--- config.mk ---
export PLATFORM = sky130hd
export DESIGN_NAME = radix_digit_formatter
export DESIGN_NICKNAME = d
export VERILOG_FILES = /design/src/hw/rtl/rdf_pkg.sv /design/src/hw/rtl/radix_digit_formatter.sv
export SDC_FILE = /design/constraint.sdc
export NUM_CORES = 1
export LEC_CHECK = 0
export ABC_CLOCK_PERIOD_IN_PS = 32500
export BUFFER_PORTS_ARGS = -buffer_cell sky130_fd_sc_hd__buf_2
export CAP_MARGIN = 40
export CORE_ASPECT_RATIO = 0.75
export CORE_UTILIZATION = 50
export DETAILED_ROUTE_END_ITERATION = 10
export PLACE_DENSITY_LB_ADDON = 0.05
export SLEW_MARGIN = 10
export SYNTH_ARGS = -nofsm -noshare
export SYNTH_HDL_FRONTEND = slang
export SYNTH_SLANG_ARGS = --single-unit
--- constraint.sdc ---
create_clock -name clk -period 32.5 [get_ports clk]
set_clock_uncertainty 0.1 [all_clocks]
set_input_delay 1.625 -clock clk [delete_from_list [all_inputs] [get_ports clk]]
set_output_delay 1.625 -clock clk [all_outputs]
set_load 0.005 [all_outputs]
--- src/hw/rtl/rdf_pkg.sv ---
// shared widths, register map, reset values and character constants of the radix digit formatter
package rdf_pkg;

  localparam int VALUE_W    = 64;
  localparam int CHAR_W     = 8;
  localparam int RADIX_W    = 5;
  localparam int DIGIT_W    = 4;
  localparam int MAX_RADIX  = 16;
  localparam int MAX_DIGITS = 64;
  localparam int COUNT_W    = 7;
  localparam int PTR_W      = 6;
  localparam int BYTE_W     = 3;
  localparam int APB_DATA_W = 64;
  localparam int APB_ADDR_W = 5;
  localparam int REG_SEL_W  = 2;

  localparam logic [REG_SEL_W-1:0] REG_RADIX     = 2'd0;
  localparam logic [REG_SEL_W-1:0] REG_ALPHA_LOW = 2'd1;
  localparam logic [REG_SEL_W-1:0] REG_ALPHA_HI  = 2'd2;

  localparam logic [RADIX_W-1:0]    RADIX_RST     = 5'd10;
  localparam logic [VALUE_W-1:0]    ALPHA_LOW_RST = 64'h3736_3534_3332_3130;
  localparam logic [VALUE_W-1:0]    ALPHA_HI_RST  = 64'h4645_4443_4241_3938;
  localparam logic [CHAR_W-1:0]     ZERO_CHAR     = 8'h30;
  localparam logic [CHAR_W-1:0]     BAD_CHAR      = 8'h00;

endpackage

--- src/hw/rtl/radix_digit_formatter.sv ---
// radix digit formatter: unsigned 64-bit value to a character string in a configured radix
//
// input channel in_valid / in_stall / in_value; a transfer takes one value to convert.
// result channel out_valid / out_stall with out_character, out_last, out_bad_base; one
// transfer per character, most significant digit first, out_last on the final one.
// a zero value gives the single character "0"; otherwise a radix outside 2..16 or an
// alphabet with repeated characters among the ones in use gives one out_bad_base result.
// registers radix, alphabet_low, alphabet_high sit on the apb port at 0x00, 0x08, 0x10.
// per value: the transfer, then the alphabet check, one character per step on the shared
// byte comparator row, then for every digit one step per significant quotient byte
// (the shared 8-bit long-division step), then one character at a time through the
// digit store read port. the first character passes from its store read through the
// read stage into the output register.
// in_stall is high from the transfer until the last character has reached the output
// register, so a finished character may wait there while the next value is taken.
// when the receiver stalls, the output register and one read stage hold and the
// digit sequencer pauses. reset empties both and returns to idle; registers reload.
module radix_digit_formatter (
  input  logic                              clk,
  input  logic                              rst_n,
  input  logic                              in_valid,
  output logic                              in_stall,
  input  logic [rdf_pkg::VALUE_W-1:0]       in_value,
  output logic                              out_valid,
  input  logic                              out_stall,
  output logic [rdf_pkg::CHAR_W-1:0]        out_character,
  output logic                              out_last,
  output logic                              out_bad_base,
  input  logic                              psel,
  input  logic                              penable,
  input  logic                              pwrite,
  input  logic [rdf_pkg::APB_ADDR_W-1:0]    paddr,
  input  logic [rdf_pkg::APB_DATA_W-1:0]    pwdata,
  output logic [rdf_pkg::APB_DATA_W-1:0]    prdata,
  output logic                              pready
);
  import rdf_pkg::*;

  typedef enum logic [1:0] {
    S_IDLE,
    S_CHECK,
    S_DIV,
    S_EMIT
  } state_t;

  state_t               state_r;
  logic [RADIX_W-1:0]   radix_r;
  logic [VALUE_W-1:0]   alpha_low_r;
  logic [VALUE_W-1:0]   alpha_hi_r;
  logic [VALUE_W-1:0]   quo_r;
  logic [DIGIT_W-1:0]   rem_r;
  logic [BYTE_W-1:0]    byte_r;
  logic [BYTE_W-1:0]    top_r;
  logic [BYTE_W-1:0]    top_nxt;
  logic                 top_zero_r;
  logic                 top_zero;
  logic [DIGIT_W-1:0]   chk_i_r;
  logic [COUNT_W-1:0]   count_r;
  logic [PTR_W-1:0]     ptr_r;
  logic                 rd_valid_r;
  logic                 rd_zero_r;
  logic                 rd_bad_r;
  logic                 rd_last_r;
  logic [DIGIT_W-1:0]   rd_digit_r;
  logic                 out_valid_r;
  logic [CHAR_W-1:0]    out_character_r;
  logic                 out_last_r;
  logic                 out_bad_base_r;
  logic [DIGIT_W-1:0]   digit_mem [MAX_DIGITS];

  logic                 wr_en;
  logic [REG_SEL_W-1:0] reg_sel;
  logic                 in_acc;
  logic                 load;
  logic                 issue;
  logic                 radix_ok;
  logic                 dup;
  logic                 chk_done;
  logic [BYTE_W-1:0]    in_top;
  logic [CHAR_W-1:0]    qbyte;
  logic [DIGIT_W-1:0]   rem_step;
  logic [VALUE_W-1:0]   quo_upd;
  logic                 digit_end;
  logic [CHAR_W-1:0]    char_sel;

  function automatic logic [CHAR_W-1:0] alpha_char(input logic [VALUE_W-1:0] lo,
                                                   input logic [VALUE_W-1:0] hi,
                                                   input logic [DIGIT_W-1:0] k);
    logic [VALUE_W-1:0] word;
    word = k[DIGIT_W-1] ? hi : lo;
    return word[{k[DIGIT_W-2:0], 3'b000} +: CHAR_W];
  endfunction

  // one long-division step over a dividend byte, one bit per inner step
  function automatic logic [CHAR_W+DIGIT_W-1:0] div_byte(input logic [DIGIT_W-1:0] rem_in,
                                                         input logic [CHAR_W-1:0]  dvd,
                                                         input logic [RADIX_W-1:0] dvs);
    logic [RADIX_W-1:0] t;
    logic [CHAR_W-1:0]  q;
    logic [DIGIT_W-1:0] rem;
    rem = rem_in;
    q   = '0;
    for (int b = CHAR_W - 1; b >= 0; b--) begin
      t = {rem, dvd[b]};
      if (t >= dvs) begin
        t    = t - dvs;
        q[b] = 1'b1;
      end
      rem = t[DIGIT_W-1:0];
    end
    return {q, rem};
  endfunction

  assign pready        = 1'b1;
  assign reg_sel       = paddr[APB_ADDR_W-1 -: REG_SEL_W];
  assign wr_en         = psel & penable & pwrite;
  assign in_stall      = (state_r != S_IDLE) | rd_valid_r;
  assign in_acc        = in_valid & ~in_stall;
  assign load          = rd_valid_r & (~out_valid_r | ~out_stall);
  assign issue         = (state_r == S_EMIT) & (~rd_valid_r | load);
  assign radix_ok      = (radix_r >= 5'd2) && (radix_r <= RADIX_W'(MAX_RADIX));
  assign chk_done      = ({1'b0, chk_i_r} + 5'd2) >= radix_r;
  assign digit_end     = (state_r == S_DIV) && (byte_r == '0);
  assign top_zero      = (byte_r == top_r) ? (qbyte == '0) : top_zero_r;
  assign top_nxt       = (top_zero && (top_r != '0)) ? top_r - 3'd1 : top_r;
  assign out_valid     = out_valid_r;
  assign out_character = out_character_r;
  assign out_last      = out_last_r;
  assign out_bad_base  = out_bad_base_r;

  always_comb begin
    case (reg_sel)
      REG_RADIX:     prdata = {{(APB_DATA_W-RADIX_W){1'b0}}, radix_r};
      REG_ALPHA_LOW: prdata = alpha_low_r;
      REG_ALPHA_HI:  prdata = alpha_hi_r;
      default:       prdata = '0;
    endcase
  end

  always_comb begin
    dup = 1'b0;
    for (int j = 0; j < MAX_RADIX; j++) begin
      if ((RADIX_W'(j) > {1'b0, chk_i_r}) && (RADIX_W'(j) < radix_r) &&
          (alpha_char(alpha_low_r, alpha_hi_r, DIGIT_W'(j)) ==
           alpha_char(alpha_low_r, alpha_hi_r, chk_i_r))) begin
        dup = 1'b1;
      end
    end
  end

  always_comb begin
    in_top = '0;
    for (int i = 0; i < VALUE_W / CHAR_W; i++) begin
      if (|in_value[i*CHAR_W +: CHAR_W]) begin
        in_top = BYTE_W'(i);
      end
    end
  end

  always_comb begin
    {qbyte, rem_step} = div_byte(rem_r, quo_r[{byte_r, 3'b000} +: CHAR_W], radix_r);
    quo_upd = quo_r;
    quo_upd[{byte_r, 3'b000} +: CHAR_W] = qbyte;
  end

  always_comb begin
    if (rd_bad_r) begin
      char_sel = BAD_CHAR;
    end else if (rd_zero_r) begin
      char_sel = ZERO_CHAR;
    end else begin
      char_sel = alpha_char(alpha_low_r, alpha_hi_r, rd_digit_r);
    end
  end

  // digit store, least significant digit first
  always_ff @(posedge clk) begin
    if (digit_end) begin
      digit_mem[count_r[PTR_W-1:0]] <= rem_step;
    end
    if (issue) begin
      rd_digit_r <= digit_mem[ptr_r];
    end
  end

  always_ff @(posedge clk) begin
    if (!rst_n) begin
      state_r     <= S_IDLE;
      rd_valid_r  <= 1'b0;
      out_valid_r <= 1'b0;
      count_r     <= '0;
      radix_r     <= RADIX_RST;
      alpha_low_r <= ALPHA_LOW_RST;
      alpha_hi_r  <= ALPHA_HI_RST;
    end else begin
      if (wr_en) begin
        case (reg_sel)
          REG_RADIX:     radix_r     <= pwdata[RADIX_W-1:0];
          REG_ALPHA_LOW: alpha_low_r <= pwdata;
          REG_ALPHA_HI:  alpha_hi_r  <= pwdata;
          default: ;
        endcase
      end

      if (load) begin
        out_valid_r     <= 1'b1;
        out_character_r <= char_sel;
        out_last_r      <= rd_last_r;
        out_bad_base_r  <= rd_bad_r;
        if (!issue) begin
          rd_valid_r <= 1'b0;
        end
      end else if (!out_stall) begin
        out_valid_r <= 1'b0;
      end

      case (state_r)
        S_IDLE: begin
          if (in_acc) begin
            if (in_value == '0) begin
              rd_valid_r <= 1'b1;
              rd_zero_r  <= 1'b1;
              rd_bad_r   <= 1'b0;
              rd_last_r  <= 1'b1;
              count_r    <= '0;
              quo_r      <= '0;
            end else if (!radix_ok) begin
              rd_valid_r <= 1'b1;
              rd_zero_r  <= 1'b0;
              rd_bad_r   <= 1'b1;
              rd_last_r  <= 1'b1;
            end else begin
              quo_r   <= in_value;
              byte_r  <= in_top;
              top_r   <= in_top;
              rem_r   <= '0;
              chk_i_r <= '0;
              count_r <= '0;
              state_r <= S_CHECK;
            end
          end
        end
        S_CHECK: begin
          chk_i_r <= chk_i_r + 4'd1;
          if (dup) begin
            rd_valid_r <= 1'b1;
            rd_zero_r  <= 1'b0;
            rd_bad_r   <= 1'b1;
            rd_last_r  <= 1'b1;
            state_r    <= S_IDLE;
          end else if (chk_done) begin
            state_r <= S_DIV;
          end
        end
        S_DIV: begin
          quo_r <= quo_upd;
          if (byte_r == top_r) begin
            top_zero_r <= (qbyte == '0);
          end
          if (byte_r == '0) begin
            count_r <= count_r + 7'd1;
            rem_r   <= '0;
            if ((quo_upd == '0) || (count_r == COUNT_W'(MAX_DIGITS - 1))) begin
              ptr_r   <= count_r[PTR_W-1:0];
              state_r <= S_EMIT;
            end else begin
              byte_r <= top_nxt;
              top_r  <= top_nxt;
            end
          end else begin
            rem_r  <= rem_step;
            byte_r <= byte_r - 3'd1;
          end
        end
        S_EMIT: begin
          if (issue) begin
            rd_valid_r <= 1'b1;
            rd_zero_r  <= 1'b0;
            rd_bad_r   <= 1'b0;
            rd_last_r  <= (ptr_r == '0);
            ptr_r      <= ptr_r - 6'd1;
            if (ptr_r == '0) begin
              state_r <= S_IDLE;
            end
          end
        end
        default: state_r <= S_IDLE;
      endcase
    end
  end

endmodule

**Yosys cells after proc, flatten, opt, wreduce, memory -nomap -nowiden**

Memory sizes are Yosys's and may differ from the RTL's. A register that Yosys moved wholly into a read port is not among the register bits.
Cells that the tools add are included.

- Register bits after elaboration: 242
- RAM bits: 256
- Bits of input ports: 140
- Output and inout bits: 77
- Word-level logic and storage cells: 309
- Memories kept: 1

Memories:

| name | depth | bits a word | read ports | clocked after Yosys merged registers in | wr ports | line | RTL |
|---|---|---|---|---|---|---|---|
| digit_mem | 64 | 4 | 1 | 1 | 1 | radix_digit_formatter.sv:69 | `logic [DIGIT_W-1:0] digit_mem [MAX_DIGITS];` |

- $add $sub $neg: 15
- Magnitude comparators: 41
- Eq/ne operators: 36
- Shift-type cells: 5
- Mux-type cells: 109
- Bitwise gates (word level): 12
- Reductions and logical operators: 69

Operators by type and width:

| cell | number |
|---|---|
| $mux W64 | 5 |
| $pmux W64 S3 | 1 |
| $shiftx A64 B7 Y8 | 3 |
| $logic_not A64 Y1 | 2 |
| $pmux W64 S2 | 1 |
| $eq A8 B8 Y1 | 15 |
| $bwmux W64 | 1 |
| $shift A8 B8 Y64 const A | 1 |
| $shiftx A8 B8 Y64 | 1 |
| $reduce_or A8 Y1 | 7 |
| $mux W1 | 48 |
| $mux W4 | 12 |
| $ge A5 B5 Y1 | 9 |
| $lt A4 B5 Y1 const A | 8 |
| $mux W3 | 13 |
| $logic_and A1 B1 Y1 | 33 |
| $gt A4 B4 Y1 const A | 8 |
| $sub A4 B4 Y4 | 8 |
| $mux W7 | 4 |
| $mux W6 | 4 |
| $lt A3 B5 Y1 const A | 4 |
| $mux W2 | 9 |
| $gt A3 B4 Y1 const A | 4 |
| $pmux W4 S2 | 2 |
| other kinds (41) | 84 |

**Longest topological paths before layout**

- Depth after elaboration: 24
- Gate-level depth with buffers: 57
- Mapped depth without buffers: 51

**Worst setup path before layout**

Ideal clock, no wire load.

- Path type: reg2reg
- Start: reg byte_r[0]
- End: mem digit_mem[0][2], data pin
- Setup time: 0.708 ns
- Arrival time: 13.910 ns
- Required time: 31.692 ns
- Path slack: 17.782 ns
- Cell stages (with the launch flop): 49
- Path buffers: 9
- Period minus slack after synthesis: 14.718 ns
- Cell sequence: edfxtp_1 -> buf_4 -> buf_2 -> mux4_2 -> mux2i_1 -> ha_1 -> nor2b_1 -> o21ai_0 -> a21oi_1 -> a211oi_1 -> clkbuf_1 -> o21ai_0 -> ha_1 -> nand2_1 -> o21ai_1 -> clkbuf_1 -> mux2_2 -> ha_1 -> [13 not listed] -> mux2i_1 -> ha_1 -> a21o_1 -> a21oi_1 -> o21a_1 -> clkbuf_1 -> buf_1 -> mux2_2 -> ha_1 -> nand2_1 -> o21ai_1 -> clkbuf_1 -> mux2_2 -> ha_1 -> a21oi_1 -> o21ai_1 -> clkbuf_1 -> o21ai_0

- Word-level cells in the longest chain between the ends: 17
- Elaborated cells on any way between the ends: 25
- Classes of those cells: add/sub: 8; order compare: 8; shift: 1; mux: 8

Ends and longest elaborated chain:

| item | line | RTL |
|---|---|---|
| start: declaration | radix_digit_formatter.sv:52 | `logic [BYTE_W-1:0] byte_r;` |
| start signal: assignment | radix_digit_formatter.sv:234 | `byte_r <= in_top;` |
| start signal: assignment | radix_digit_formatter.sv:267 | `byte_r <= top_nxt;` |
| start signal: assignment | radix_digit_formatter.sv:272 | `byte_r <= byte_r - 3'd1;` |
| $shiftx A64 B7 Y8 (*) | radix_digit_formatter.sv:161 | `{qbyte, rem_step} = div_byte(rem_r, quo_r[{byte_r, 3'b000} +: CHAR_W], radix_r);` |
| $sub A4 B4 Y4 or $ge A5 B5 Y1 (tied branches) | radix_digit_formatter.sv:106, radix_digit_formatter.sv:105 |  |
| $mux W4 | radix_digit_formatter.sv:105 | `if (t >= dvs) begin` |
| $sub A4 B4 Y4 or $ge A5 B5 Y1 (tied branches) | radix_digit_formatter.sv:106, radix_digit_formatter.sv:105 |  |
| $mux W4 | radix_digit_formatter.sv:105 |  |
| $sub A4 B4 Y4 or $ge A5 B5 Y1 (tied branches) | radix_digit_formatter.sv:106, radix_digit_formatter.sv:105 |  |
| $mux W4 | radix_digit_formatter.sv:105 |  |
| $sub A4 B4 Y4 or $ge A5 B5 Y1 (tied branches) | radix_digit_formatter.sv:106, radix_digit_formatter.sv:105 |  |
| [2 not listed] | - |  |
| $mux W4 | radix_digit_formatter.sv:105 |  |
| $sub A4 B4 Y4 or $ge A5 B5 Y1 (tied branches) | radix_digit_formatter.sv:106, radix_digit_formatter.sv:105 |  |
| $mux W4 | radix_digit_formatter.sv:105 |  |
| $ge A5 B5 Y1 or $sub A4 B4 Y4 (tied branches) | radix_digit_formatter.sv:105, radix_digit_formatter.sv:106 |  |
| $mux W4 | radix_digit_formatter.sv:105 |  |
| $sub A4 B4 Y4 or $ge A5 B5 Y1 (tied branches) | radix_digit_formatter.sv:106, radix_digit_formatter.sv:105 |  |
| $mux W4 (*) | radix_digit_formatter.sv:105 |  |
| net rem_step[2] | radix_digit_formatter.sv:81 | `logic [DIGIT_W-1:0] rem_step;` |
| end: declaration | radix_digit_formatter.sv:69 |  |

The timed path passes the listed nets; every way through them passes the cells marked *.

**Worst setup path in the final report**

- Start: reg byte_r[0]
- End: reg ptr_r[3], enable pin

- Word-level cells in the longest chain between the ends: 23
- Elaborated cells on any way between the ends: 41
- Classes of those cells: add/sub: 8; order compare: 8; eq/ne: 2; shift: 3; mux: 16; reduce/logical: 4

Ends and longest elaborated chain:

| item | line | RTL |
|---|---|---|
| $shiftx A64 B7 Y8 | radix_digit_formatter.sv:161 |  |
| $sub A4 B4 Y4 or $ge A5 B5 Y1 (tied branches) | radix_digit_formatter.sv:106, radix_digit_formatter.sv:105 |  |
| $mux W4 | radix_digit_formatter.sv:105 |  |
| $sub A4 B4 Y4 or $ge A5 B5 Y1 (tied branches) | radix_digit_formatter.sv:106, radix_digit_formatter.sv:105 |  |
| $mux W4 | radix_digit_formatter.sv:105 |  |
| $sub A4 B4 Y4 or $ge A5 B5 Y1 (tied branches) | radix_digit_formatter.sv:106, radix_digit_formatter.sv:105 |  |
| $mux W4 | radix_digit_formatter.sv:105 |  |
| $sub A4 B4 Y4 or $ge A5 B5 Y1 (tied branches) | radix_digit_formatter.sv:106, radix_digit_formatter.sv:105 |  |
| [7 not listed] | - |  |
| $ge A5 B5 Y1 | radix_digit_formatter.sv:105 |  |
| $mux W1 | radix_digit_formatter.sv:105 |  |
| $shiftx A8 B8 Y64 | radix_digit_formatter.sv:163 | `quo_upd[{byte_r, 3'b000} +: CHAR_W] = qbyte;` |
| $bwmux W64 | radix_digit_formatter.sv:163 |  |
| $logic_not A64 Y1 | radix_digit_formatter.sv:263 | `if ((quo_upd == '0) \|\| (count_r == COUNT_W'(MAX_DIGITS - 1))) begin` |
| $logic_or A1 B1 Y1 | radix_digit_formatter.sv:263 |  |
| $ne A2 B1 Y1 (no line) | - |  |
| $reduce_and A5 Y1 (no line) (*) | - |  |
| end signal: assignment | radix_digit_formatter.sv:264 | `ptr_r <= count_r[PTR_W-1:0];` |
| end signal: assignment | radix_digit_formatter.sv:281 | `ptr_r <= ptr_r - 6'd1;` |
| end: declaration | radix_digit_formatter.sv:59 | `logic [PTR_W-1:0] ptr_r;` |

Every way passes the cells marked *; elsewhere a longest branch is shown, timed or not.
A chain may end at the register's enable or synchronous reset.

==> impl_metrics.env <==
export IMPL_outcome="finished, final reports clean"
export IMPL_cp_top_family="compound AO/OA/AOI/OAI gates"
export IMPL_synthesis_area_um2=28100
export IMPL_maxSlewViolCount=0
export IMPL_crit_required_ns=32.64
export IMPL_synth_top_area_share_pct=38.2
export IMPL_coreArea_um2=55000
export IMPL_busiest_layer="met1"
export IMPL_grt_use_met2_pct=41.7
export IMPL_vias=21766
export IMPL_worstPathArrival_ns=16.13
export IMPL_cp_buffers_inverters=7
export IMPL_synth_flop_cell="edfxtp_1"
export IMPL_wl_um=90800
export IMPL_rows=74
export IMPL_grt_pass1_vias=20353
export IMPL_antenna_found_initial=3
export IMPL_grt_use_total_pct=31.5
export IMPL_post_cts_buffers=0
export IMPL_die_area_um2=57300
export IMPL_num_fill_cells=4695
export IMPL_rsz0062_at_grt="false"
export IMPL_start_util_pct=51.2
export IMPL_h_tree_depth=2
export IMPL_synth_fp_nets=2685
export IMPL_gr_usage_met3_pct=8.77
export IMPL_cts_resized=0
export IMPL_synth_edf_count=358
export IMPL_yosysTopAreaCell="edfxtp_1"
export IMPL_cts_hold_buf=0
export IMPL_synth_warnings=0
export IMPL_overflow=0
export IMPL_critPathLaunchType="flop"
export IMPL_setup_tns_ns=0
export IMPL_drive_gt1_share_pct=21.1
export IMPL_gp_congestion=1.01
export IMPL_clkSlewWorstSetupHoldPaths_ns=0.07
export IMPL_synth_cells=2479
export IMPL_drv_cap=0
export IMPL_cp_max_fo=29
export IMPL_async_reset_ff_share_pct=0
export IMPL_critical_path_max_stage_delay_ns=0.68
export IMPL_num_io_pins=217
export IMPL_finalCriticalPeriod_ns=16.00
export IMPL_cp_common_cell="a21oi_1"
export IMPL_portBuffers=212
export IMPL_die_x_um=276
export IMPL_hold_viol=0
export IMPL_worstMarginPinSlew_ns=0.949
export IMPL_synth_common_cells="nand2_1, edfxtp_1, a21oi_1"
export IMPL_synth_seq_cells=502
export IMPL_wl_per_cell_um=27.0
export IMPL_cp_end_kind="flop"
export IMPL_clockBufferDepth=3
export IMPL_syn_area_per_cell_um2=11.4
export IMPL_drc_errors=0
export IMPL_slowest_stage="o21a_1"
export IMPL_dpl_hpwl_um=63700
export IMPL_period_share_pct=49.2
export IMPL_clock_latency_ns=0.62
export IMPL_cts_root_buffer="clkbuf_16"
export IMPL_die_h_um=207
export IMPL_synth_area_leaders="edfxtp_1, mux4_2, dfxtp_1"
export IMPL_min_path_type="flop to flop"
export IMPL_synth_distinct_cells=73
export IMPL_cts_tree="built"
export IMPL_grt_max_degree=97
export IMPL_antenna_left=0
export IMPL_setup_violations_final=0
export IMPL_fmax_mhz=62.5
export IMPL_cts_sinks=502
export IMPL_yosysMostFrequentCell="nand2_1"
export IMPL_critPathKind="flop to flop"
export IMPL_grt_pass1_wl_um=134000
export IMPL_drt_first_iter_violations=3058
export IMPL_via_per_inst=6.46
export IMPL_nets=2810
export IMPL_cts_made_buffers=49
export IMPL_synthToLayoutAreaGrowth_pct=11.5
export IMPL_use_met1_pct=50.7
export IMPL_synth_seq_area_share_pct=48.4
export IMPL_maxSlewHeadroom_pct=36.8
export IMPL_firstDrtPassIters=6
-- metrics by stage --
| step | cell area, um^2 | hold slack (ns) | util, % | setup slack [ns] | instances |
|---|---|---|---|---|---|
| floorplan | 28100 | 0.300 | - | 17.78 | 2479 |
| global placement | 29700 | 0.354 | 54.0 | 16.79 | 3271 |
| detailed placement | 29800 | 0.372 | 54.1 | 16.66 | 3274 |
| CTS | 31400 | 0.381 | 57.0 | 16.56 | 3365 |
| global route | 31400 | 0.400 | 57.1 | 15.58 | 3368 |
| finish | 31400 | 0.382 | 57.1 | 16.50 | 3368 |
-- placed cells by master, fill, tap and decap left out, types with 6 or more instances in the layout --
master / synthesis / final
a211oi_1: 7 / 6
a21o_1: 14 / 14
a21oi_1: 187 / 187
a22o_1: 59 / 59
a31oi_1: 12 / 12
and2_1: 7 / 7
and3_1: 7 / 7
buf_2: 13 / 213
buf_4: 10 / 39
clkbuf_1: 125 / 8
clkbuf_16: 0 / 49
clkinv_1: 1 / 7
clkinv_2: 0 / 12
dfxtp_1: 144 / 144
edfxtp_1: 358 / 358
fa_1: 8 / 8
ha_1: 58 / 58
inv_1: 32 / 32
mux2_2: 15 / 15
mux2i_1: 84 / 83
mux4_2: 178 / 178
nand2_1: 393 / 392
nand2b_1: 21 / 21
nand3_1: 75 / 75
nand4_1: 16 / 16
nor2_1: 176 / 176
nor2b_1: 16 / 14
nor3_1: 25 / 24
nor4_1: 37 / 37
o211ai_1: 7 / 7
o21ai_0: 102 / 101
o21ai_1: 8 / 7
o31ai_1: 7 / 7
o41ai_1: 6 / 6
or3_1: 9 / 9
or4_1: 13 / 13
xnor2_1: 81 / 81
xor2_1: 71 / 71
-- worst paths after layout --
path	startpoint	end	slack (ns)	cells after the start
worst max-delay path	byte_r[0]	ptr_r[3]	16.50	55
worst min-delay path	count_r[6]	count_r[6]	0.38	2
worst max register to register	byte_r[0]	ptr_r[3]	16.50	55
worst min register to register	count_r[6]	count_r[6]	0.38	2
-- cell type report --
| cell class | count | area [um^2] | share of cell area [%] |
|---|---|---|---|
| Multi-Input combinational cell | 1759 | 13700 | 43.6 |
| Sequential cell | 502 | 13600 | 43.4 |
| Timing Repair Buffer | 255 | 1410 | 4.49 |
| Clock buffer | 61 | 1290 | 4.12 |
| Tap cell | 722 | 903 | 2.88 |
| Clock inverter | 30 | 302 | 0.961 |
| Inverter | 37 | 139 | 0.443 |
| Antenna cell | 2 | 5.00 | 0.0159 |
-- state kept, by name, indices dropped and copies added (netlist names), 3 cells and up, named ones only --
| signal | cells |
|---|---|
| digit_mem | 256 |
| alpha_hi_r | 64 |
| alpha_low_r | 64 |
| quo_r | 64 |
| out_character | 8 |
| count_r | 7 |
| ptr_r | 6 |
| radix_r | 5 |
| chk_i_r | 4 |
| rd_digit_r | 4 |
| rem_r | 4 |
| byte_r | 3 |
| top_r | 3 |
-- layer usage --
metal | vias to the layer above | share of wire, %
li1 | 9500 | -
met1 | 10877 | 45
met2 | 1262 | 41
met3 | 127 | 12
met4 | 0 | 1.9
met5 | - | 0
-- cells by family after synthesis --
family	Yosys count	share of synthesized area [%]
buffers and inverters	218	3.18
muxes	282	18.1
xor gates and xnor gates	152	4.73
other	1	0.0133
AOI/OAI and AO/OA	442	9.57
and+or+nand+nor	816	12.9
adders and majority gates	66	3.15
DFF	502	48.4
-- worst register-to-register path, delay by kind of cell, from the launching register on --
kind	cells	cell delay, ns
compound gates	28	7.73
mux	7	2.65
fa+ha+maj	8	2.44
buf+inv	7	1.49
simple gates	5	0.88
flops	1	0.35
Power is not shown: default switching activity piles up to over one toggle a cycle in this logic, so the estimate is an artifact.
